==> src/sv/ils_pkg.sv <==
package ils_pkg;

  // Storage geometry
  localparam int DEPTH   = 64;
  localparam int WORD_W  = 32;
  localparam int IDX_W   = (DEPTH > 1) ? $clog2(DEPTH) : 1;
  localparam int CNT_W   = $clog2(DEPTH + 1);

  // Port field widths
  localparam int OP_W     = 3;
  localparam int POS_W    = 7;
  localparam int COUNT_W  = 7;
  localparam int STATUS_W = 2;
  localparam int CMP_W    = (CNT_W > POS_W) ? CNT_W : POS_W;

  // Read-out tree: cells are ORed in groups, groups are registered
  localparam int GRP   = 8;
  localparam int NGRP  = (DEPTH + GRP - 1) / GRP;

  // Operation codes
  localparam logic [OP_W-1:0] OP_PUSH_END   = 3'd0;
  localparam logic [OP_W-1:0] OP_POP_END    = 3'd1;
  localparam logic [OP_W-1:0] OP_PUSH_START = 3'd2;
  localparam logic [OP_W-1:0] OP_POP_START  = 3'd3;
  localparam logic [OP_W-1:0] OP_INSERT     = 3'd4;
  localparam logic [OP_W-1:0] OP_REMOVE     = 3'd5;
  localparam logic [OP_W-1:0] OP_READ       = 3'd6;

  // Status codes
  localparam logic [STATUS_W-1:0] ST_OK    = 2'd0;
  localparam logic [STATUS_W-1:0] ST_EMPTY = 2'd1;
  localparam logic [STATUS_W-1:0] ST_RANGE = 2'd2;
  localparam logic [STATUS_W-1:0] ST_FULL  = 2'd3;

  // Command broadcast to every cell of the chain
  typedef struct packed {
    logic              put;
    logic              take;
    logic              rd;
    logic [IDX_W-1:0]  tgt;
    logic [WORD_W-1:0] value;
  } cell_cmd_t;

  // Count and status of one item
  typedef struct packed {
    logic [COUNT_W-1:0]  count;
    logic [STATUS_W-1:0] status;
  } item_res_t;

endpackage

==> src/sv/ils_cell.sv <==
module ils_cell
  import ils_pkg::*;
(
  input  logic              clk,
  input  logic [IDX_W-1:0]  idx,
  input  cell_cmd_t         cmd,
  input  logic [WORD_W-1:0] left_d,
  input  logic [WORD_W-1:0] right_d,
  output logic [WORD_W-1:0] q,
  output logic [WORD_W-1:0] rd_q
);

  logic [WORD_W-1:0] ent_r;
  logic [WORD_W-1:0] ent_nxt;

  // Shift up on insert, load at the slot, shift down on removal
  always_comb begin
    ent_nxt = ent_r;
    if (cmd.put && (idx > cmd.tgt)) begin
      ent_nxt = left_d;
    end else if (cmd.put && (idx == cmd.tgt)) begin
      ent_nxt = cmd.value;
    end else if (cmd.take && (idx >= cmd.tgt)) begin
      ent_nxt = right_d;
    end
  end

  always_ff @(posedge clk) begin
    ent_r <= ent_nxt;
  end

  assign q    = ent_r;
  // Drive the word onto the read-out tree only when addressed
  assign rd_q = (cmd.rd && (idx == cmd.tgt)) ? ent_r : '0;

endmodule

==> config.mk <==
export PLATFORM = sky130hd
export DESIGN_NAME = ils_cell
export DESIGN_NICKNAME = d
export VERILOG_FILES = /design/src/sv/ils_pkg.sv /design/src/sv/ils_cell.sv
export SDC_FILE = /design/constraint.sdc
export NUM_CORES = 1
export LEC_CHECK = 0
export ABC_AREA = 1
export BUFFER_PORTS_ARGS = -buffer_cell sky130_fd_sc_hd__clkbuf_2
export CAP_MARGIN = 25
export CORE_MARGIN = 3
export CORE_UTILIZATION = 37
export CTS_CLUSTER_DIAMETER = 200
export CTS_CLUSTER_SIZE = 25
export DETAILED_ROUTE_END_ITERATION = 16
export GPL_TIMING_DRIVEN = 0
export PLACE_DENSITY = 0.81
export SLEW_MARGIN = 5
export SYNTH_ARGS = -nofsm -noshare
export SYNTH_HDL_FRONTEND = slang
export SYNTH_SLANG_ARGS = --single-unit
==> constraint.sdc <==
create_clock -name clk -period 2.08 [get_ports clk]
set_clock_uncertainty 0.15 [all_clocks]
set_input_delay 0.104 -clock clk [delete_from_list [all_inputs] [get_ports clk]]
set_output_delay 0.104 -clock clk [all_outputs]
set_load 0.01 [all_outputs]
==> impl_metrics.env, run 1 <==
export IMPL_clockBufferDepth=2
export IMPL_ys_flop_type="edfxtp_1"
export IMPL_syn_avg_cell_area_sq_um=6.97
export IMPL_die_area_sq_mm=0.00760
export IMPL_cts_htree_levels=2
export IMPL_fill_cells=577
export IMPL_cts_root_buf="clkbuf_8"
export IMPL_grt_pass1_wl_um=13000
export IMPL_layoutNonFillerInstCount=631
export IMPL_period_share_pct=92.2
export IMPL_yosys_area_top_type="edfxtp_1"
export IMPL_synth_top_area_share_pct=39.4
export IMPL_cp_arrival_ps=1660
export IMPL_track_usage_pct=21.8
export IMPL_diodes=0
export IMPL_synth_area_sq_mm=0.00244
export IMPL_rsz0062_at_grt="false"
export IMPL_cpPeakStageDelay_ps=320
export IMPL_yosysMostFrequentCell="nand2_1"
export IMPL_synth_area_mux_share_pct=0
export IMPL_ir_drop_mv=0.397
export IMPL_largest_reg_flops=32
export IMPL_crit_path_top_delay_cell="nor3_4"
export IMPL_wl_per_cell_um=13.7
export IMPL_cts_made_buffers=5
export IMPL_die_h_um=87.2
export IMPL_criticalPathCategory="input port to output pin"
export IMPL_drive_above_1_share_pct=38.5
export IMPL_grt_pass1_vias=2859
export IMPL_p_total_w=0.00203
export IMPL_rows=28
export IMPL_vias=3011
export IMPL_synth_cell_types=20
export IMPL_gr_usage_met2_pct=40.1
export IMPL_synthSimpleGateAreaFrac_pct=43.9
export IMPL_tns_ps=0
export IMPL_worst_pin_slew_ps=494
export IMPL_num_nets_final=674
export IMPL_async_flop_share_pct=0
export IMPL_maxCapViolCount=0
export IMPL_post_dp_hpwl_um=6920
export IMPL_hp_class="input port to flop"
export IMPL_crit_path_cell_trace="clkbuf_2 > inv_1 > ha_1 > nand2_1 > nor3_4 > nand2_2 > clkbuf_2 > nor2_1 > clkbuf_2"
export IMPL_cellPowerDensity_mw_per_mm2=542
export IMPL_status="complete, no violations"
export IMPL_cts_reportedPaths_clkPinSlew_ps=60
export IMPL_core_area_sq_mm=0.00617
export IMPL_gr_max_usage_layer="met2"
export IMPL_path_max_fanout=10
export IMPL_grt_max_degree=17
export IMPL_finalHoldViolations=0
export IMPL_area_growth_pct=53.3
export IMPL_ant_nets=0
export IMPL_synth_commonest_cells="nand2_1 (136), inv_1 (43), nor2_1 (33)"
export IMPL_drtIter0Drc=153
export IMPL_yosysWarnings=0
export IMPL_startpoint_type="input port"
export IMPL_synth_compound_area_share_pct=1.28
export IMPL_synthAdderAreaFrac_pct=3.08
export IMPL_synth_xor_area_share_pct=0
export IMPL_grtUsageMet1_pct=25.0
export IMPL_place_gp_congestion=0.869
export IMPL_synth_top_family_by_area="simple AND/OR/NAND/NOR gates"
export IMPL_postSynthNetCount=468
export IMPL_yosysSeqAreaShare_pct=39.4
export IMPL_ys_seq_elements=32
export IMPL_grt_ovfl_total=0
export IMPL_fmax_ghz=0.522
export IMPL_crit_path_end_kind="output pin"
export IMPL_die_x_um=87.2
export IMPL_synth_area_leaders="edfxtp_1 (39%), nand2_1 (21%), nand4_1 (8.2%), inv_1 (6.6%), nand3_1 (6.6%)"
export IMPL_numPortBuffers=174
export IMPL_min_period_ps=1920
export IMPL_dp_cells=599
export IMPL_clock_sinks=32
export IMPL_first_pass_iters=4
export IMPL_slew_viol_final=0
export IMPL_static_leakage_power_nw=2.23
export IMPL_synth_cells=350
export IMPL_max_slew_margin_pct=67.1
export IMPL_cts_tree="built"
export IMPL_routed_wl_um=8670
export IMPL_cp_common_cell="clkbuf_2"
export IMPL_viasPerCell=4.77
export IMPL_ioPinCount=176
export IMPL_post_route_drc_count=0
export IMPL_required_ps=1830
export IMPL_synth_edf_count=32
export IMPL_use_met3_pct=2.93
export IMPL_final_setup_viol_count=0
export IMPL_initial_utilization_pct=39.5
export IMPL_antenna_found_initial=0
==> where the power goes <==
part,internal [W],switching (W)
clock,0.000220,0.000207
combinational,0.000286,0.000398
sequential,0.000852,0.0000641
total,0.00136,0.000669
==> metrics by stage <==
stage | hold WS [ps] | setup slack (ps) | instance area, sq um | utilization, %
6_report | 8.07 | 163 | 3740 | 60.6
5_1_grt | 8.64 | 36.3 | 3740 | 60.6
4_1_cts | 0.248 | -21.1 | 3720 | 60.3
3_5_place_dp | 261 | -446 | 3410 | 55.3
3_3_place_gp | 257 | -351 | 3410 | 55.3
2_1_floorplan | 171 | 15.4 | 2440 | -
==> worst max-delay path, delay by kind of cell <==
family / cells / cell delay [ps]
simple gates: 4 / 790
buf+inv: 4 / 490
fa+ha+maj: 1 / 280
==> final timing paths <==
path / start / to / slack (ps) / cells after the start
worst max-delay path: cmd[35] / rd_q[2] / 160 / 9
worst min-delay path: left_d[8] / q[8] / 8 / 3
==> metal layers <==
layer	part of all wire [%]	routed length [um]
met1	39	3390
met2	51	4410
met3	7.0	607
met4	3.0	258
met5	0	0
==> cells in the final DEF (no fill, tap or decap), drive strengths merged <==
cell	n
clkbuf	183
nand2	139
inv	43
nor2	34
nand3	34
nand4	32
edfxtp	32
buf	24
dlygate4sd3	21
ha	6
clkinvlp	2
clkinv	2
a21oi	1
a21boi	1
nor3	1
o21bai	1
==> kinds of logic after synthesis <==
logic type                 count (synthesis)
AOI/OAI and AO/OA                          3
adders and majority gates                  6
buffers and inverters                     69
DFF                                       32
and+or+nand+nor                          240
==> area by class of cell <==
| type | instances | area [sq um] | share of cell area (%) |
|---|---|---|---|
| multi-input cells | 249 | 1190 | 31.8 |
| repair buffers | 198 | 1100 | 29.5 |
| flip-flops and latches | 32 | 961 | 25.7 |
| inverters | 44 | 169 | 4.52 |
| plain buffers | 25 | 136 | 3.65 |
| well taps | 75 | 93.8 | 2.51 |
| clock buffers | 5 | 68.8 | 1.84 |
| clock inverters | 2 | 7.51 | 0.201 |
| repair inverters | 1 | 7.51 | 0.201 |
==> what timing repair did <==
item	in CTS	in global routing
buffers inserted	2	1
endpoints found under the setup margin	35	45
gates cloned	1	0
resized for setup	1	5
hold endpoints to repair	21	0
hold buffers	21	0
Power figures use the tool's default switching activity.
==> run 2: changes to the inputs <==
--- a/config.mk
+++ b/config.mk
@@ -15,6 +15,7 @@
 export DETAILED_ROUTE_END_ITERATION = 16
 export GPL_TIMING_DRIVEN = 0
 export PLACE_DENSITY = 0.81
+export RECOVER_POWER = 25
 export SLEW_MARGIN = 5
 export SYNTH_ARGS = -nofsm -noshare
 export SYNTH_HDL_FRONTEND = slang
==> impl_metrics.env, run 2 (synthesis gave the netlist of run 1 again) <==
export IMPL_antenna_found_initial=0
export IMPL_worstSetupStartpoint="cmd[35]"
export IMPL_clock_sinks=32
export IMPL_post_route_drc_count=0
export IMPL_viasPerCell=4.80
export IMPL_ir_drop_mv=0.387
export IMPL_mostFrequentLayoutCell="clkbuf_2"
export IMPL_drtIter0Drc=140
export IMPL_track_usage_pct=21.8
export IMPL_place_gp_congestion=0.869
export IMPL_cellPowerDensity_mw_per_mm2=542
export IMPL_final_setup_viol_count=0
export IMPL_numPortBuffers=174
export IMPL_num_nets_final=674
export IMPL_crit_path_top_delay_cell="nor3_4"
export IMPL_first_pass_iters=4
export IMPL_min_period_ps=1940
export IMPL_startpoint_type="input port"
export IMPL_core_area_sq_mm=0.00617
export IMPL_routed_wl_um=8740
export IMPL_grt_max_degree=17
export IMPL_vias=3027
export IMPL_static_leakage_power_nw=2.14
export IMPL_area_growth_pct=51.6
export IMPL_min_to="q[8]"
export IMPL_grt_ovfl_total=0
export IMPL_die_x_um=87.2
export IMPL_die_h_um=87.2
export IMPL_hp_class="input port to flop"
export IMPL_clockBufferDepth=2
export IMPL_hold_depth=3
export IMPL_ioPinCount=176
export IMPL_layoutNonFillerInstCount=631
export IMPL_cts_tree="built"
export IMPL_cp_arrival_ps=1690
export IMPL_cpPeakStageDelay_ps=340
export IMPL_criticalPathCategory="input port to output pin"
export IMPL_fmax_ghz=0.515
export IMPL_rows=28
export IMPL_cts_made_buffers=5
export IMPL_dp_cells=599
export IMPL_post_dp_hpwl_um=6920
export IMPL_worst_path_buf_inv=4
export IMPL_maxCapViolCount=0
export IMPL_cts_root_buf="clkbuf_8"
export IMPL_largest_reg_flops=32
export IMPL_cp_common_cell="clkbuf_2"
export IMPL_ant_nets=0
export IMPL_wl_per_cell_um=13.9
export IMPL_cts_htree_levels=2
export IMPL_grt_pass1_wl_um=13000
export IMPL_worst_pin_slew_ps=489
export IMPL_path_max_fanout=10
export IMPL_drive_above_1_share_pct=32.7
export IMPL_slew_viol_final=0
export IMPL_finalHoldViolations=0
export IMPL_cts_reportedPaths_clkPinSlew_ps=60
export IMPL_diodes=0
export IMPL_crit_path_end_kind="output pin"
export IMPL_die_area_sq_mm=0.00760
export IMPL_grt_pass1_vias=2859
export IMPL_crit_path_cell_trace="clkbuf_2 > inv_1 > ha_1 > nand2_1 > nor3_4 > nand2_2 > clkbuf_2 > nor2_1 > clkbuf_2"
export IMPL_final_cell_mix="clkbuf_2 (143), nand2_1 (135), inv_1 (42)"
export IMPL_period_share_pct=93.3
export IMPL_required_ps=1830
export IMPL_crit_family="simple AND/OR/NAND/NOR gates"
export IMPL_max_slew_margin_pct=67.4
export IMPL_status="complete, no violations"
export IMPL_hp_start="left_d[8]"
export IMPL_fin_hold_ws_ps=7.16
export IMPL_rsz0062_at_grt="false"
export IMPL_utilization_pct=60.0
export IMPL_initial_utilization_pct=39.5
[run 2: worst max-delay path by stage]
stage | depth (start not counted) | endpoint | slack (ps)
2_1_floorplan | 8 | q[0] | 20
3_3_place_gp | 9 | q[23] | -350
3_5_place_dp | 9 | q[22] | -450
4_1_cts | 9 | q[22] | -20
5_1_grt | 9 | rd_q[7] | 40
6_report | 9 | rd_q[2] | 140
[run 2: routing by layer]
| metal | vias to the layer above | share of wire, % | global-route usage [%] | wire [um] |
|---|---|---|---|---|
| met1 | 1324 | 39 | 25.0 | 3430 |
| met3 | 22 | 7.1 | 2.93 | 620 |
| met5 | - | 0 | 0 | 0 |
| li1 | 1537 | - | - | - |
| met4 | 0 | 2.9 | 9.76 | 255 |
| met2 | 144 | 51 | 40.1 | 4430 |
[run 2: area by class of cell]
cell class / instances / area, sq um
clock buffers: 5 / 68.8
flip-flops and latches: 32 / 961
repair buffers: 198 / 1060
repair inverters: 1 / 7.51
multi-input cells: 249 / 1190
inverters: 44 / 169
plain buffers: 25 / 136
well taps: 75 / 93.8
fillers: 597 / 2470
clock inverters: 2 / 7.51
[run 2: repair_timing]
item                                    in CTS  in global routing
buffers inserted                             2                  1
hold endpoints to repair                    21                  0
cloned                                       1                  0
gates resized for setup                      1                  5
hold buffers                                21                  0
endpoints found under the setup margin      35                 45
pin swaps                                    0                  0
[run 2: metrics by stage]
| step | total power [W] | setup slack (ps) | setup TNS, ps | instance area [sq um] |
|---|---|---|---|---|
| after floorplan | 0.00125 | 15.4 | 0 | 2440 |
| after global placement | 0.00154 | -351 | -11220 | 3410 |
| after detailed placement | 0.00156 | -446 | -14260 | 3410 |
| after CTS | 0.00204 | -21.1 | -346 | 3720 |
| after global routing | 0.00213 | 36.3 | 0 | 3700 |
| final | 0.00200 | 139 | 0 | 3700 |
[run 2: report_power, final]
part | internal, W | leakage [nW] | switching (W)
registers | 0.000852 | 0.301 | 0.0000637
clock network | 0.000220 | 0.0391 | 0.000209
logic | 0.000260 | 1.80 | 0.000400
==> run 3: changes to the inputs <==
--- a/config.mk
+++ b/config.mk
@@ -5,7 +5,7 @@
 export SDC_FILE = /design/constraint.sdc
 export NUM_CORES = 1
 export LEC_CHECK = 0
-export ABC_AREA = 1
+export ABC_AREA = 0
 export BUFFER_PORTS_ARGS = -buffer_cell sky130_fd_sc_hd__clkbuf_2
 export CAP_MARGIN = 25
 export CORE_MARGIN = 3
@@ -14,7 +14,7 @@
 export CTS_CLUSTER_SIZE = 25
 export DETAILED_ROUTE_END_ITERATION = 16
 export GPL_TIMING_DRIVEN = 0
-export PLACE_DENSITY = 0.81
+export PLACE_DENSITY_LB_ADDON = 0.05
 export RECOVER_POWER = 25
 export SLEW_MARGIN = 5
 export SYNTH_ARGS = -nofsm -noshare
==> impl_metrics.env, run 3 <==
export IMPL_slew_viol_final=0
export IMPL_numPortBuffers=175
export IMPL_synth_area_leaders="edfxtp_1 (40%), mux2_4 (38%), and3_1 (8.4%), ha_1 (3.1%), mux2_2 (1.9%)"
export IMPL_startpoint_type="input port"
export IMPL_diodes=0
export IMPL_cts_htree_levels=2
export IMPL_async_flop_share_pct=0
export IMPL_syn_avg_cell_area_sq_um=14.4
export IMPL_yosysSeqAreaShare_pct=40.3
export IMPL_post_cts_buffers=0
export IMPL_drive_above_1_share_pct=59.8
export IMPL_clockBufferDepth=2
export IMPL_status="complete, no violations"
export IMPL_mostFrequentLayoutCell="clkbuf_2"
export IMPL_cts_made_buffers=5
export IMPL_track_usage_pct=18.2
export IMPL_vias=2161
export IMPL_synth_area_sq_mm=0.00239
export IMPL_required_ps=1960
export IMPL_cp_arrival_ps=1760
export IMPL_yosys_area_top_type="edfxtp_1"
export IMPL_die_h_um=86.3
export IMPL_cts_tree="built"
export IMPL_fmax_ghz=0.530
export IMPL_rsz0062_at_grt="false"
export IMPL_die_area_sq_mm=0.00745
export IMPL_core_area_sq_mm=0.00610
export IMPL_period_share_pct=90.7
export IMPL_crit_path_end_kind="flop"
export IMPL_fin_area_sq_mm=0.00375
export IMPL_p_switching_w=0.000528
export IMPL_yosysMostFrequentCell="mux2_4"
export IMPL_maxCapViolCount=0
export IMPL_static_leakage_power_nw=2.06
export IMPL_post_dp_hpwl_um=5190
export IMPL_synth_cells=166
export IMPL_cellPowerDensity_mw_per_mm2=516
export IMPL_min_period_ps=1890
export IMPL_power_frac_comb_pct=30.9
export IMPL_utilization_pct=61.5
export IMPL_cpPeakStageDelay_ps=330
export IMPL_yosysWarnings=0
export IMPL_criticalPathCategory="input port to flop"
export IMPL_final_setup_viol_count=0
export IMPL_finalHoldViolations=0
export IMPL_max_slew_margin_pct=73.7
export IMPL_grt_pass1_wl_um=10500
export IMPL_fin_hold_ws_ps=97.2
export IMPL_drtIter0Drc=57
export IMPL_ant_nets=0
export IMPL_grt_ovfl_total=0
export IMPL_multi_input_area_sq_mm=0.00135
export IMPL_crit_path_cell_trace="clkbuf_2 > inv_1 > ha_1 > nor2b_1 > o21ai_0 > a31o_2 > buf_4 > mux2_4"
export IMPL_ir_drop_mv=0.291
export IMPL_dp_cells=416
export IMPL_synth_cell_types=21
export IMPL_synth_commonest_cells="mux2_4 (60), and3_1 (32), edfxtp_1 (32)"
export IMPL_p_int_w=0.00140
export IMPL_sw_frac_of_total_pct=27.3
export IMPL_cts_root_buf="clkbuf_8"
export IMPL_place_gp_congestion=0.730
export IMPL_pwr_share_clk_pct=22.9
export IMPL_post_route_drc_count=0
export IMPL_synth_xor_area_share_pct=0
export IMPL_synth_top_area_share_pct=40.3
export IMPL_crit_family="compound AO/OA/AOI/OAI gates"
export IMPL_ys_seq_elements=32
export IMPL_clock_sinks=32
export IMPL_fill_cells=523
export IMPL_ioPinCount=176
export IMPL_placed_area_sq_mm=0.00336
export IMPL_initial_utilization_pct=39.1
export IMPL_ys_flop_type="edfxtp_1"
export IMPL_layoutNonFillerInstCount=456
export IMPL_hp_class="input port to flop"
export IMPL_p_total_w=0.00193
export IMPL_path_max_fanout=10
export IMPL_regArea_sq_um=961
export IMPL_routed_wl_um=6890
export IMPL_synthAdderAreaFrac_pct=3.15
export IMPL_worst_path_buf_inv=3
export IMPL_cts_reportedPaths_clkPinSlew_ps=60
export IMPL_first_pass_iters=4
export IMPL_synth_top_family_by_area="multiplexers"
export IMPL_synth_compound_area_share_pct=1.68
export IMPL_largest_reg_flops=32
export IMPL_area_growth_pct=57.0
export IMPL_grt_pass1_vias=2187
export IMPL_postSynthNetCount=284
export IMPL_synth_area_mux_share_pct=39.6
export IMPL_synth_edf_count=32
export IMPL_rows=28
export IMPL_crit_path_top_delay_cell="mux2_4"
export IMPL_grt_max_degree=17
export IMPL_antenna_found_initial=0
export IMPL_num_nets_final=499
export IMPL_wl_per_cell_um=15.1
export IMPL_seq_power_share_pct=46.2
export IMPL_worst_pin_slew_ps=395
export IMPL_final_cell_mix="clkbuf_2 (146), mux2_4 (60), clkbuf_1 (36)"
export IMPL_synthSimpleGateAreaFrac_pct=11.0
export IMPL_die_x_um=86.3
export IMPL_viasPerCell=4.74
[run 3: cell count changes after synthesis, sizes merged, moves of 2 or more]
cell    change
clkbuf      +2
nor2       -33
nand4      -30
nand3      -32
nand2     -138
inv        -38
mux2       +64
buf        -15
and3       +32
o21ai       +2
[run 3: what timing repair did]
item	4_1_cts	5_1_grt
endpoints found under the hold margin	32	0
gates cloned	1	0
hold buffers	32	0
resized for setup	3	5
endpoints found under the setup margin	32	22
[run 3: final timing paths]
path	from	depth (start not counted)	slack, ps	endpoint
worst max-delay path	cmd[33]	8	190	q[21]
worst min-delay path	cmd[12]	3	100	q[12]
[run 3: cell families after synthesis]
| logic type | count (synthesis) |
|---|---|
| adders and majority gates | 6 |
| buffers and inverters | 18 |
| muxes | 64 |
| AOI/OAI and AO/OA | 6 |
| DFF | 32 |
| and+or+nand+nor | 40 |
[run 3: per-layer routing]
metal	share of wire (%)	track usage (%)	vias up
met2	53	33.8	100
met4	1.0	4.82	0
li1	-	-	1067
met1	38	21.2	986
met5	0	0	-
met3	7.7	3.80	8
[run 3: stage by stage]
| step | setup TNS (ps) | setup slack (ps) |
|---|---|---|
| 3_3_place_gp | -19280 | -553 |
| 4_1_cts | 0 | 101 |
| 6_report | 0 | 193 |
| 2_1_floorplan | 0 | 48.1 |
| 3_5_place_dp | -19890 | -560 |
| 5_1_grt | 0 | 111 |
[run 3: cell type report]
class                           instances  area share (%)
Buffer                                 12            2.20
Clock buffer                            6            1.94
Clock inverter                          1           0.134
Inverter                                6           0.601
Multi-Input combinational cell        117            36.1
Sequential cell                        32            25.7
Tap cell                               75            2.51
Timing Repair Buffer                  207            30.9
[run 3: worst min-delay path, stage by stage]
cell and delay [ps]:
clkbuf_2 70, mux2_4 120, mux2_4 120
[run 3: power by group through the flow]
stage / clock, W / sequential [W] / combinational (W)
after detailed placement: 0 / 0.000906 / 0.000565
after CTS: 0.000457 / 0.000894 / 0.000628
after floorplan: 0 / 0.000951 / 0.000260
final: 0.000443 / 0.000892 / 0.000597
after global placement: 0 / 0.000905 / 0.000558
after global routing: 0.000482 / 0.000907 / 0.000645
