$ cat src/sv/ils_pkg.sv
package ils_pkg;

  // Storage geometry
  localparam int DEPTH   = 64;
  localparam int WORD_W  = 32;
  localparam int IDX_W   = (DEPTH > 1) ? $clog2(DEPTH) : 1;
  localparam int CNT_W   = $clog2(DEPTH + 1);

  // Port field widths
  localparam int OP_W     = 3;
  localparam int POS_W    = 7;
  localparam int COUNT_W  = 7;
  localparam int STATUS_W = 2;
  localparam int CMP_W    = (CNT_W > POS_W) ? CNT_W : POS_W;

  // Read-out tree: cells are ORed in groups, groups are registered
  localparam int GRP   = 8;
  localparam int NGRP  = (DEPTH + GRP - 1) / GRP;

  // Operation codes
  localparam logic [OP_W-1:0] OP_PUSH_END   = 3'd0;
  localparam logic [OP_W-1:0] OP_POP_END    = 3'd1;
  localparam logic [OP_W-1:0] OP_PUSH_START = 3'd2;
  localparam logic [OP_W-1:0] OP_POP_START  = 3'd3;
  localparam logic [OP_W-1:0] OP_INSERT     = 3'd4;
  localparam logic [OP_W-1:0] OP_REMOVE     = 3'd5;
  localparam logic [OP_W-1:0] OP_READ       = 3'd6;

  // Status codes
  localparam logic [STATUS_W-1:0] ST_OK    = 2'd0;
  localparam logic [STATUS_W-1:0] ST_EMPTY = 2'd1;
  localparam logic [STATUS_W-1:0] ST_RANGE = 2'd2;
  localparam logic [STATUS_W-1:0] ST_FULL  = 2'd3;

  // Command broadcast to every cell of the chain
  typedef struct packed {
    logic              put;
    logic              take;
    logic              rd;
    logic [IDX_W-1:0]  tgt;
    logic [WORD_W-1:0] value;
  } cell_cmd_t;

  // Count and status of one item
  typedef struct packed {
    logic [COUNT_W-1:0]  count;
    logic [STATUS_W-1:0] status;
  } item_res_t;

endpackage

$ cat src/sv/ils_ctrl.sv
module ils_ctrl
  import ils_pkg::*;
(
  input  logic              clk,
  input  logic              rst_n,
  input  logic              acc,
  input  logic [OP_W-1:0]   op,
  input  logic [POS_W-1:0]  pos,
  input  logic [WORD_W-1:0] value,
  output cell_cmd_t         cmd,
  output item_res_t         res
);

  logic [CNT_W-1:0]    used_r;
  logic [CNT_W-1:0]    used_nxt;
  logic                full;
  logic                empty;
  logic [CMP_W-1:0]    posx;
  logic [CMP_W-1:0]    usedx;
  logic                put;
  logic                take;
  logic                rd;
  logic [IDX_W-1:0]    tgt;
  logic [STATUS_W-1:0] status;

  assign full  = (used_r == CNT_W'(DEPTH));
  assign empty = (used_r == '0);
  assign posx  = CMP_W'(pos);
  assign usedx = CMP_W'(used_r);

  // Decode the operation against the current count
  always_comb begin
    put    = 1'b0;
    take   = 1'b0;
    rd     = 1'b0;
    tgt    = '0;
    status = ST_OK;
    case (op)
      OP_PUSH_END: begin
        if (full) begin
          status = ST_FULL;
        end else begin
          put = 1'b1;
          tgt = IDX_W'(used_r);
        end
      end
      OP_PUSH_START: begin
        if (full) begin
          status = ST_FULL;
        end else begin
          put = 1'b1;
        end
      end
      OP_POP_END: begin
        if (empty) begin
          status = ST_EMPTY;
        end else begin
          take = 1'b1;
          rd   = 1'b1;
          tgt  = IDX_W'(used_r - CNT_W'(1));
        end
      end
      OP_POP_START: begin
        if (empty) begin
          status = ST_EMPTY;
        end else begin
          take = 1'b1;
          rd   = 1'b1;
        end
      end
      OP_INSERT: begin
        if (full) begin
          status = ST_FULL;
        end else if (posx > usedx) begin
          status = ST_RANGE;
        end else begin
          put = 1'b1;
          tgt = IDX_W'(pos);
        end
      end
      OP_REMOVE, OP_READ: begin
        if (empty) begin
          status = ST_EMPTY;
        end else if (posx >= usedx) begin
          status = ST_RANGE;
        end else begin
          take = (op == OP_REMOVE);
          rd   = 1'b1;
          tgt  = IDX_W'(pos);
        end
      end
      default: begin
        status = ST_OK;
      end
    endcase
  end

  // Advance the count by the outcome
  always_comb begin
    used_nxt = used_r;
    if (put) begin
      used_nxt = used_r + CNT_W'(1);
    end else if (take) begin
      used_nxt = used_r - CNT_W'(1);
    end
  end

  always_ff @(posedge clk) begin
    if (!rst_n) begin
      used_r <= '0;
    end else if (acc) begin
      used_r <= used_nxt;
    end
  end

  // Broadcast only on an accepted item
  assign cmd.put   = acc & put;
  assign cmd.take  = acc & take;
  assign cmd.rd    = acc & rd;
  assign cmd.tgt   = tgt;
  assign cmd.value = value;

  assign res.count  = COUNT_W'(used_nxt);
  assign res.status = status;

endmodule

$ cat config.mk
export PLATFORM = sky130hd
export DESIGN_NAME = ils_ctrl
export DESIGN_NICKNAME = d
export VERILOG_FILES = /design/src/sv/ils_pkg.sv /design/src/sv/ils_ctrl.sv
export SDC_FILE = /design/constraint.sdc
export NUM_CORES = 1
export LEC_CHECK = 0
export BUFFER_PORTS_ARGS = -buffer_cell sky130_fd_sc_hd__buf_2
export CAP_MARGIN = 40
export CORE_ASPECT_RATIO = 0.6
export CORE_MARGIN = 2
export CORE_UTILIZATION = 38
export DETAILED_ROUTE_END_ITERATION = 7
export GPL_TIMING_DRIVEN = 1
export MAX_ROUTING_LAYER = met4
export PLACE_DENSITY = 0.76
export SKIP_LAST_GASP = 1
export SLEW_MARGIN = 25
export SYNTH_ARGS = -nofsm -noshare
export SYNTH_HDL_FRONTEND = slang
export SYNTH_SLANG_ARGS = --single-unit
$ cat constraint.sdc
create_clock -name clk -period 2.5 [get_ports clk]
set_input_delay 0.375 -clock clk [delete_from_list [all_inputs] [get_ports clk]]
set_output_delay 0.375 -clock clk [all_outputs]
set_load 0.01 [all_outputs]
==> results of run 1 <==
==> cell families (layout without fill, tap and decap cells) <==
family                     count (synthesis)  after routing  synth area share (%)
and+or+nand+nor                           58             58                 22.14
buffers and inverters                     50             96                 22.77
muxes                                      8              8                 5.761
AOI/OAI and AO/OA                         53             53                 26.73
adders and majority gates                  9              9                 8.101
DFF                                        7              7                 10.08
xor gates and xnor gates                   7              7                 4.411
==> synth_stat cells (all sizes together) (2+ instances only) <==
cell | number | share of area (%)
a211oi | 2 | 1.1
a21oi | 12 | 4.9
a221o | 2 | 1.4
a221oi | 2 | 1.7
a22oi | 2 | 1.1
a31oi | 3 | 1.4
and2 | 2 | 0.90
buf | 34 | 18
clkbuf | 4 | 1.1
clkinv | 2 | 0.54
dfxtp | 7 | 10
ha | 9 | 8.1
inv | 10 | 2.7
mux2i | 8 | 5.8
nand2 | 22 | 5.9
nand3 | 8 | 2.9
nand3b | 4 | 2.2
nor2 | 12 | 3.4
nor3 | 5 | 2.6
o211ai | 4 | 2.2
o21ai | 9 | 3.2
o22ai | 3 | 1.4
o2bb2ai | 2 | 1.3
xnor2 | 7 | 4.4
==> power groups by stage <==
stage	registers, mW	logic (mW)	clock network, mW
floorplan	0.127	0.309	0
global placement	0.127	0.420	0
detailed placement	0.127	0.427	0
CTS	0.127	0.494	0.164
global route	0.129	0.621	0.176
finish	0.128	0.578	0.163
==> worst register-to-register path: cells and delay by family (launching register included) <==
kind,cells,cell delay [ns]
simple gates,3,0.57
buf+inv,4,0.49
flops,1,0.34
compound gates,2,0.32
fa+ha+maj,1,0.27
mux,1,0.19
==> cells in the final DEF (no fill, tap or decap), types with 3 or more instances in the layout <==
cell type / netlist / routed
sky130_fd_sc_hd__buf_6: 1 / 9
sky130_fd_sc_hd__clkbuf_8: 0 / 3
sky130_fd_sc_hd__nor3_1: 4 / 4
sky130_fd_sc_hd__o21ai_2: 0 / 4
sky130_fd_sc_hd__nand2_1: 22 / 19
sky130_fd_sc_hd__a21oi_1: 10 / 7
sky130_fd_sc_hd__o22ai_1: 3 / 3
sky130_fd_sc_hd__nor2_1: 11 / 8
sky130_fd_sc_hd__inv_2: 0 / 3
sky130_fd_sc_hd__o211ai_1: 4 / 4
sky130_fd_sc_hd__a31oi_1: 3 / 3
sky130_fd_sc_hd__nand3_1: 8 / 7
sky130_fd_sc_hd__buf_4: 32 / 41
sky130_fd_sc_hd__xnor2_1: 7 / 7
sky130_fd_sc_hd__a21oi_2: 2 / 3
sky130_fd_sc_hd__inv_1: 10 / 5
sky130_fd_sc_hd__dfxtp_2: 0 / 5
sky130_fd_sc_hd__ha_4: 0 / 7
sky130_fd_sc_hd__mux2i_1: 8 / 7
sky130_fd_sc_hd__buf_2: 1 / 30
sky130_fd_sc_hd__nand3b_1: 4 / 4
==> final timing paths <==
kind	startpoint	to	slack [ns]	cells after the start
worst max-delay path	used_r[3]	cmd[32]	-0.25	8
worst min-delay path	acc	used_r[1]	0.45	3
worst max register to register	used_r[3]	used_r[6]	0.17	11
worst min register to register	used_r[3]	used_r[3]	0.48	2
==> timing repair <==
item,CTS,global route
pin swaps,13,19
setup buffers,11,5
endpoints found under the setup margin,16,19
hold buffers,0,0
resized for setup,27,33
==> metal layers <==
layer / GRT usage (%) / vias up / part of all wire [%] / wire, µm
li1: - / 758 / - / -
met1: 34.44 / 776 / 49 / 2313
met2: 31.71 / 64 / 43 / 2031
met3: 5.477 / 0 / 7.5 / 351
met4: 1.667 / 0 / 0 / 0
met5: - / - / 0 / 0
==> area by class of cell <==
cell class                      instances  area (µm²)  share of cell area [%]
Multi-Input combinational cell        135        1167                   57.66
Timing Repair Buffer                   80       559.3                   27.63
Inverter                               12       50.05                   2.472
Clock buffer                            4       45.04                   2.225
Tap cell                               45       56.30                   2.781
Sequential cell                         7       146.4                   7.231
==> per-stage QoR <==
stage / power (mW) / hold slack (ns) / cells / setup TNS (ns)
floorplan: 0.4356 / 0.4863 / 192 / -0.02917
global placement: 0.5467 / 0.4683 / 264 / -1.351
detailed placement: 0.5545 / 0.4902 / 264 / -1.852
CTS: 0.7848 / 0.4431 / 279 / -2.364
global route: 0.9252 / 0.4743 / 283 / -3.818
finish: 0.8690 / 0.4547 / 283 / -2.304
==> implementation parameters, run 1 <==
Parameter                              Value

Outcome
  Status    finished, violations left
  Failing checks    setup timing

Clock network
  CTS tree    done
  H-tree depth    1
  Worst skew pair latency    0.23 ns
  Number of buffers between clock root and the deepest sink    2
  Num CTS Buffers    3
  Clock-pin slew of the registers on the worst-case setup and hold paths    0.04 ns
  Clock tree root driver cell    sky130_fd_sc_hd__clkbuf_8
  TritonCTS sink count    7

Timing
  Slew Limit Headroom    75.72%
  Setup violations, final    15
  Worst Setup Slack, final    -0.2503 ns
  Final hold violation count    0
  Minimum clock period after layout    2.750 ns
  Final worst-path cycle share    110.0%
  Setup repair after global routing missed its margin    yes
  Transition time at the pin with the least slew margin    0.3550 ns
  Post-Route Skew    roughly 0.00036 ns
  Slew Viols, Final    0
  Top achievable clock speed    363.6 MHz

Worst setup path
  Crit path required time    2.12 ns
  Largest fanout on the critical path    6
  Crit path largest cell delay    0.59 ns
  Crit path launch type    register
  Bufs and invs on worst path    2
  List of cells traversed by the critical path    buf_4, or4b_4, nor3_4, nor2_4, a21oi_2, a221oi_4, a221o_1, buf_2
  Type of the worst setup path    register to primary output
  Crit end category    primary output
  Worst path arrival time    2.38 ns
  Critical path's top delay family    simple AND/OR/NAND/NOR gates
  Library cell contributing the largest single delay on the critical path    sky130_fd_sc_hd__or4b_4

Floorplan
  Die Span Y    between 50 and 60 µm
  Area of the placeable core    ~3400 µm²
  Die Width    82.08 µm
  Boundary Pins    95
  Floorplan die area    4174 µm²
  Initial core utilization    41.09%
  Total number of placement rows    16

Global routing
  First-pass GRT wire length    7031 µm
  Maximum number of pins on one net before global-route repair    15
  Number of antenna violations at the first check in global routing    0
  Remaining Overflow, GRT    0
  GRT Util Overall    22.80%
  Vias in the first global route    around 1.4k

Worst hold path
  Worst hold path class    primary input to register

Power
  Net Switching    0.3503 mW
  Lkg Pwr    0.8917 nW
  Max rail drop VDD    between 0.2 and 0.25 mV
  Switching part of the total power    between 40% and 50%
  Relative contribution of sequential cells to total power    between 10% and 20%
  PwrDens    between 400 and 500 nW/µm²
  Combinational share of power    66.5%
  Internal power of the cells    0.5188 mW
  Clock power share    between 10% and 20%

Drt
  Final wirelength    4696 µm
  Drt pass-1 iters    4
  Number of DRC violations after detailed routing    0
  DR WL/cell    16.59 µm
  Count of routing violations after the opening detailed-route iteration    95
  Via-to-Cell Ratio    5.647
  Count of vias placed by the detailed router    between 1.5k and 2k
  Remaining antenna violation count    0

Placed design
  Placement Setup Slack    -0.3098 ns
  Final weighted congestion in routability-driven placement    1.045
  Number of port buffers    30
  Total cell area at the placement stage    about 1600 µm²
  Post-DP HPWL    3418 µm

Final layout
  Most flops, register    used_r
  Antenna diode count    0
  End-of-flow core utilization    59.84%
  Layout cells sized above 1    55.46%
  Area Overhead vs Synth    45.63%
  Total number of nets in the final design    293
  Fill cell count    306
  Regs by FF count    used_r (7)
  Post-route cell area    2024 µm²
  Number of flip-flops in the largest register    7

Synth
  Post-synthesis instance area    1390 µm²
  Async set-reset flop share out of synthesis    0%
  Count of mapped cells out of synthesis    192
  Distinct cell type count after synthesis    48
  FF+latch count, synth    7
  Syn. warnings    0
  Most instantiated flip-flop cell in the synthesis netlist    sky130_fd_sc_hd__dfxtp_1
  Synthesized Nets    between 200 and 250
  EDFF count, synth    0
  Proportion of synthesized chip area in sequential cells    10.08%
  Mean cell area of the mapped netlist    7.240 µm²

Job
  Number of max-cap violations    0
Note: power is estimated with default switching activity, not from simulation.
==> run 2: changes to the inputs <==
clock period = 2.3 ns   (was 2.5 ns; I/O delays follow)
==> implementation parameters, run 2 (same netlist as run 1, synthesis figures left out) <==
Parameter                              Value

Outcome
  Status    finished, violations left
  Failing checks    setup timing

Clock network
  CTS tree    done
  Num CTS Buffers    3
  TritonCTS sink count    7
  Clock tree root driver cell    sky130_fd_sc_hd__clkbuf_8
  Worst skew pair latency    0.23 ns
  Clock-pin slew of the registers on the worst-case setup and hold paths    0.04 ns
  H-tree depth    1
  Number of buffers between clock root and the deepest sink    2

Timing
  Final hold violation count    0
  Slew Viols, Final    0
  Post-Route Skew    0.003346 ns
  Worst Setup Slack, final    -0.4804 ns
  Final worst-path cycle share    120.9%
  Worst hold slack across all endpoints    approximately 0.43 ns
  Minimum clock period after layout    2.780 ns
  Total negative slack    -6.506 ns
  Slew Limit Headroom    68.17%
  Transition time at the pin with the least slew margin    approximately 0.47 ns
  Setup violations, final    19
  Top achievable clock speed    around 360 MHz
  Setup repair after global routing missed its margin    yes

Global routing
  First-pass GRT wire length    7445 µm
  Maximum number of pins on one net before global-route repair    15
  Number of antenna violations at the first check in global routing    0
  Remaining Overflow, GRT    0
  GRT Util Overall    24.30%
  Vias in the first global route    between 1.5k and 2k

Drt
  Number of DRC violations after detailed routing    0
  Drt pass-1 iters    4
  Final wirelength    5352 µm
  Remaining antenna violation count    0
  Via-to-Cell Ratio    5.803
  DR WL/cell    18.46 µm
  Count of routing violations after the opening detailed-route iteration    between 150 and 200
  Count of vias placed by the detailed router    around 1.7k

Final layout
  Total number of nets in the final design    300
  Storage cell area    150.1 µm²
  Regs by FF count    used_r (7)
  End-of-flow core utilization    65.16%
  Area Overhead vs Synth    58.60%
  Antenna diode count    0
  Most flops, register    used_r
  Multi-input gate area in the final layout    1264 µm²
  Layout cells sized above 1    60.82%
  Highest-count cells in the layout ignoring fill and taps    sky130_fd_sc_hd__buf_4, sky130_fd_sc_hd__buf_2, sky130_fd_sc_hd__nand2_1
  Most common library cell in the layout ignoring fill and taps    sky130_fd_sc_hd__buf_4
  Number of flip-flops in the largest register    7
  Fill cell count    between 200 and 300

Floorplan
  Floorplan die area    around 4200 µm²
  Area of the placeable core    3383 µm²
  Total number of placement rows    16
  Initial core utilization    41.09%
  Boundary Pins    95
  Die Width    82.08 µm
  Die Span Y    50.85 µm

Worst setup path
  Worst path arrival time    2.44 ns
  RR Endpoint    used_r[6]
  Bufs and invs on worst path    4
  Type of the worst setup path    register to primary output
  Crit end category    primary output
  List of cells traversed by the critical path    inv_4, ha_4, or4b_4, buf_12, nor2_4, a21oi_4, nand2_2, a221oi_4, buf_6, a221o_1, buf_2
  Library cell contributing the largest single delay on the critical path    sky130_fd_sc_hd__or4b_4
  Critical path's top delay family    simple AND/OR/NAND/NOR gates
  Worst reg2reg startpoint    used_r[3]
  Largest fanout on the critical path    6
  Number of cells traversed by the worst register-to-register path    10
  Timing endpoint of the critical path    cmd[33]
  Setup slack of the worst register-to-register path    -0.08 ns
  Source of the critical timing path    used_r[0]
  Crit path required time    a little under 2 ns
  Crit path launch type    register
  Crit path largest cell delay    a little over 0.5 ns
  Total stage count of the critical path    11

Worst hold path
  Worst hold path class    primary input to register

Power
  Lkg Pwr    0.9553 nW
  PwrDens    474.6 nW/µm²
  Overall power of the completed layout    1.046 mW
  Max rail drop VDD    approximately 0.26 mV

Placed design
  Number of port buffers    30
  Post-DP HPWL    around 3300 µm
  Final weighted congestion in routability-driven placement    1.008

Job
  Number of max-cap violations    0
run 2: cell type report:
class | instances | area share, %
timing repair buffer | 87 | 29.11
tap | 45 | 2.554
clock buffer | 4 | 2.043
sequential | 7 | 6.810
multi-input combinational | 135 | 57.32
inverter | 12 | 2.157
run 2: what timing repair did:
action                                  4_1_cts  5_1_grt
pin swaps                                    24       21
hold buffers                                  0        0
endpoints found under the setup margin       18       21
buffers inserted                             16       12
resized for setup                            36       35
gates cloned                                  0        0
run 2: worst min-delay path, cell delays in order:
cell                      delay (ns)
sky130_fd_sc_hd__buf_2          0.14
sky130_fd_sc_hd__nand2_1        0.07
sky130_fd_sc_hd__o22ai_1        0.06
run 2: metal layers:
metal	GRT usage, %	vias up	part of all wire (%)
li1	-	774	-
met1	33.55	814	46
met2	35.91	85	45
met3	6.890	10	7.6
met4	3.889	0	1.4
met5	-	-	0
run 2: how the worst min path moves through the flow:
| stage | startpoint | endpoint | slack [ns] | cells after the start |
|---|---|---|---|---|
| global route | acc | used_r[1] | 0.44 | 3 |
| detailed placement | used_r[1] | used_r[1] | 0.61 | 3 |
| CTS | acc | used_r[1] | 0.43 | 3 |
| finish | acc | used_r[1] | 0.43 | 3 |
| floorplan | used_r[3] | used_r[3] | 0.49 | 2 |
| global placement | used_r[1] | used_r[1] | 0.61 | 3 |
run 2: power by group:
part	switching (mW)	leakage, nW	internal (mW)
Combinational	0.361	0.873	0.367
Clock	0.0605	0.0228	0.121
Sequential	0.00674	0.0599	0.131
run 2: per-stage QoR:
step | setup slack, ns | instances | cell area (µm²)
after floorplan | -0.1626 | 192 | 1459
after global placement | -0.2793 | 263 | 1632
after detailed placement | -0.3974 | 263 | 1632
after CTS | -0.4394 | 280 | 1952
after global routing | -0.5665 | 290 | 2205
final | -0.4804 | 290 | 2205
==> run 3: changes to the inputs <==
SKIP_LAST_GASP = not set   (was 1)
==> implementation parameters, run 3 (same netlist as run 1, synthesis figures left out) <==
Parameter                              Value

Outcome
  Status    finished, violations left
  Failing checks    setup timing

Timing
  Top achievable clock speed    359.9 MHz
  Minimum clock period after layout    approximately 2.8 ns
  Worst Setup Slack, final    -0.4786 ns
  Final hold violation count    0
  Slew Viols, Final    0
  Transition time at the pin with the least slew margin    0.4837 ns
  Slew Limit Headroom    roughly 68%
  Final worst-path cycle share    120.8%
  Setup repair after global routing missed its margin    yes
  Post-Route Skew    0.003079 ns
  Setup violations, final    18

Worst setup path
  Crit path launch type    register
  Worst path arrival time    about 2.4 ns
  Library cell contributing the largest single delay on the critical path    sky130_fd_sc_hd__or4b_4
  Critical path's top delay family    simple AND/OR/NAND/NOR gates
  Crit path required time    1.96 ns
  Bufs and invs on worst path    3
  Largest fanout on the critical path    6
  Type of the worst setup path    register to primary output
  Crit end category    primary output
  List of cells traversed by the critical path    inv_2, ha_4, or4b_4, nor3_4, nor2_4, a21oi_2, a221oi_4, buf_6, a221o_1, buf_2
  Crit path largest cell delay    between 0.5 and 0.6 ns

Drt
  DR WL/cell    18.31 µm
  Via-to-Cell Ratio    5.730
  Final wirelength    approximately 5200 µm
  Drt pass-1 iters    4
  Number of DRC violations after detailed routing    0
  Count of vias placed by the detailed router    ~1.6k
  Remaining antenna violation count    0
  Count of routing violations after the opening detailed-route iteration    74

Floorplan
  Floorplan die area    between 4000 and 5000 µm²
  Die Width    82.08 µm
  Total number of placement rows    16
  Die Span Y    50.85 µm
  Initial core utilization    41.09%
  Boundary Pins    95
  Area of the placeable core    between 3000 and 4000 µm²

Final layout
  Antenna diode count    0
  Layout cells sized above 1    between 60% and 70%
  Most flops, register    used_r
  Regs by FF count    used_r (7)
  Highest-count cells in the layout ignoring fill and taps    sky130_fd_sc_hd__buf_4, sky130_fd_sc_hd__buf_2, sky130_fd_sc_hd__nand2_1
  Area Overhead vs Synth    57.79%
  Most common library cell in the layout ignoring fill and taps    sky130_fd_sc_hd__buf_4
  End-of-flow core utilization    about two thirds
  Post-route cell area    2193 µm²
  Number of flip-flops in the largest register    7
  Total number of nets in the final design    slightly below 300

Placed design
  Number of port buffers    30
  Final weighted congestion in routability-driven placement    roughly 1.0
  Post-DP HPWL    3292 µm
  Total cell area at the placement stage    1632 µm²

Clock network
  CTS tree    done
  Num CTS Buffers    3
  H-tree depth    1
  Clock-pin slew of the registers on the worst-case setup and hold paths    0.04 ns
  TritonCTS sink count    7
  Clock tree root driver cell    sky130_fd_sc_hd__clkbuf_8
  Worst skew pair latency    0.23 ns
  Number of buffers between clock root and the deepest sink    2

Power
  Lkg Pwr    0.9360 nW
  PwrDens    roughly 480 nW/µm²
  Relative contribution of sequential cells to total power    13.2%
  Clock power share    between 15 and 20%
  Max rail drop VDD    around 0.26 mV
  Net Switching    0.4252 mW
  Switching part of the total power    40.60%
  Combinational share of power    69.7%
  Internal power of the cells    0.6220 mW

Global routing
  Maximum number of pins on one net before global-route repair    15
  Vias in the first global route    1546
  GRT Util Overall    between 20% and 30%
  Remaining Overflow, GRT    0
  Number of antenna violations at the first check in global routing    0
  First-pass GRT wire length    7403 µm

Job
  Number of max-cap violations    0

Worst hold path
  Worst hold path class    primary input to register
==> run 3: changes by cell type in the layout (fill, tap and decap cells not counted), moves of 2 or more <==
cell | before | now
sky130_fd_sc_hd__buf_4 | 48 | 42
sky130_fd_sc_hd__buf_6 | 9 | 11
sky130_fd_sc_hd__o21ai_1 | 1 | 3
sky130_fd_sc_hd__o21ai_2 | 5 | 3
==> run 3: path summary, 6_finish.rpt <==
| path | start | to | slack, ns | cells after the start |
|---|---|---|---|---|
| setup / recovery | used_r[1] | cmd[32] | -0.48 | 10 |
| hold / removal | acc | used_r[1] | 0.45 | 3 |
| setup reg to reg | used_r[1] | used_r[1] | 0 | 11 |
| hold reg to reg | used_r[1] | used_r[1] | 0.63 | 3 |
==> run 3: per-layer routing <==
| metal | track usage, % | share of wire, % |
|---|---|---|
| met5 | - | 0 |
| met3 | 6.890 | 9.2 |
| met4 | 4.722 | 1.3 |
| met1 | 33.23 | 45 |
| met2 | 35.50 | 45 |
==> run 3: timing repair <==
item | 4_1_cts | 5_1_grt
hold buffers | 0 | 0
setup endpoints to repair | 18 | 21
resized for setup | 41 | 37
hold endpoints to repair | 0 | 0
buffers inserted | 16 | 8
pin swaps | 26 | 15
==> run 3: final cells by class <==
class / count / area [µm²]
clock buffers: 4 / 45.04
fillers: 271 / 1190
inverters: 12 / 47.55
multi-input cells: 135 / 1280
flip-flops and latches: 7 / 150.1
well taps: 45 / 56.30
repair buffers: 82 / 614.3
==> run 3: power by group through the flow <==
stage	combinational, mW	sequential [mW]	clock (mW)
floorplan	0.338	0.139	0
global placement	0.456	0.139	0
detailed placement	0.464	0.139	0
CTS	0.616	0.138	0.180
global route	0.774	0.139	0.191
finish	0.730	0.138	0.179
==> run 3: worst min-delay path: cells and delay by family <==
family	cells	cell delay, ns
AO/OA/AOI/OAI	1	0.06
buffers and inverters	1	0.15
AND/OR/NAND/NOR	1	0.07
==> run 3: stage by stage <==
step,hold WS [ns],power [mW],instances,TNS (ns),worst slack (ns)
finish,0.4469,1.047,285,-5.978,-0.4786
global route,0.4543,1.104,285,-7.571,-0.5601
CTS,0.4252,0.9344,280,-4.771,-0.4394
detailed placement,0.6132,0.6026,263,-4.229,-0.3974
global placement,0.6067,0.5945,263,-3.140,-0.2793
floorplan,0.4863,0.4767,192,-1.025,-0.1626
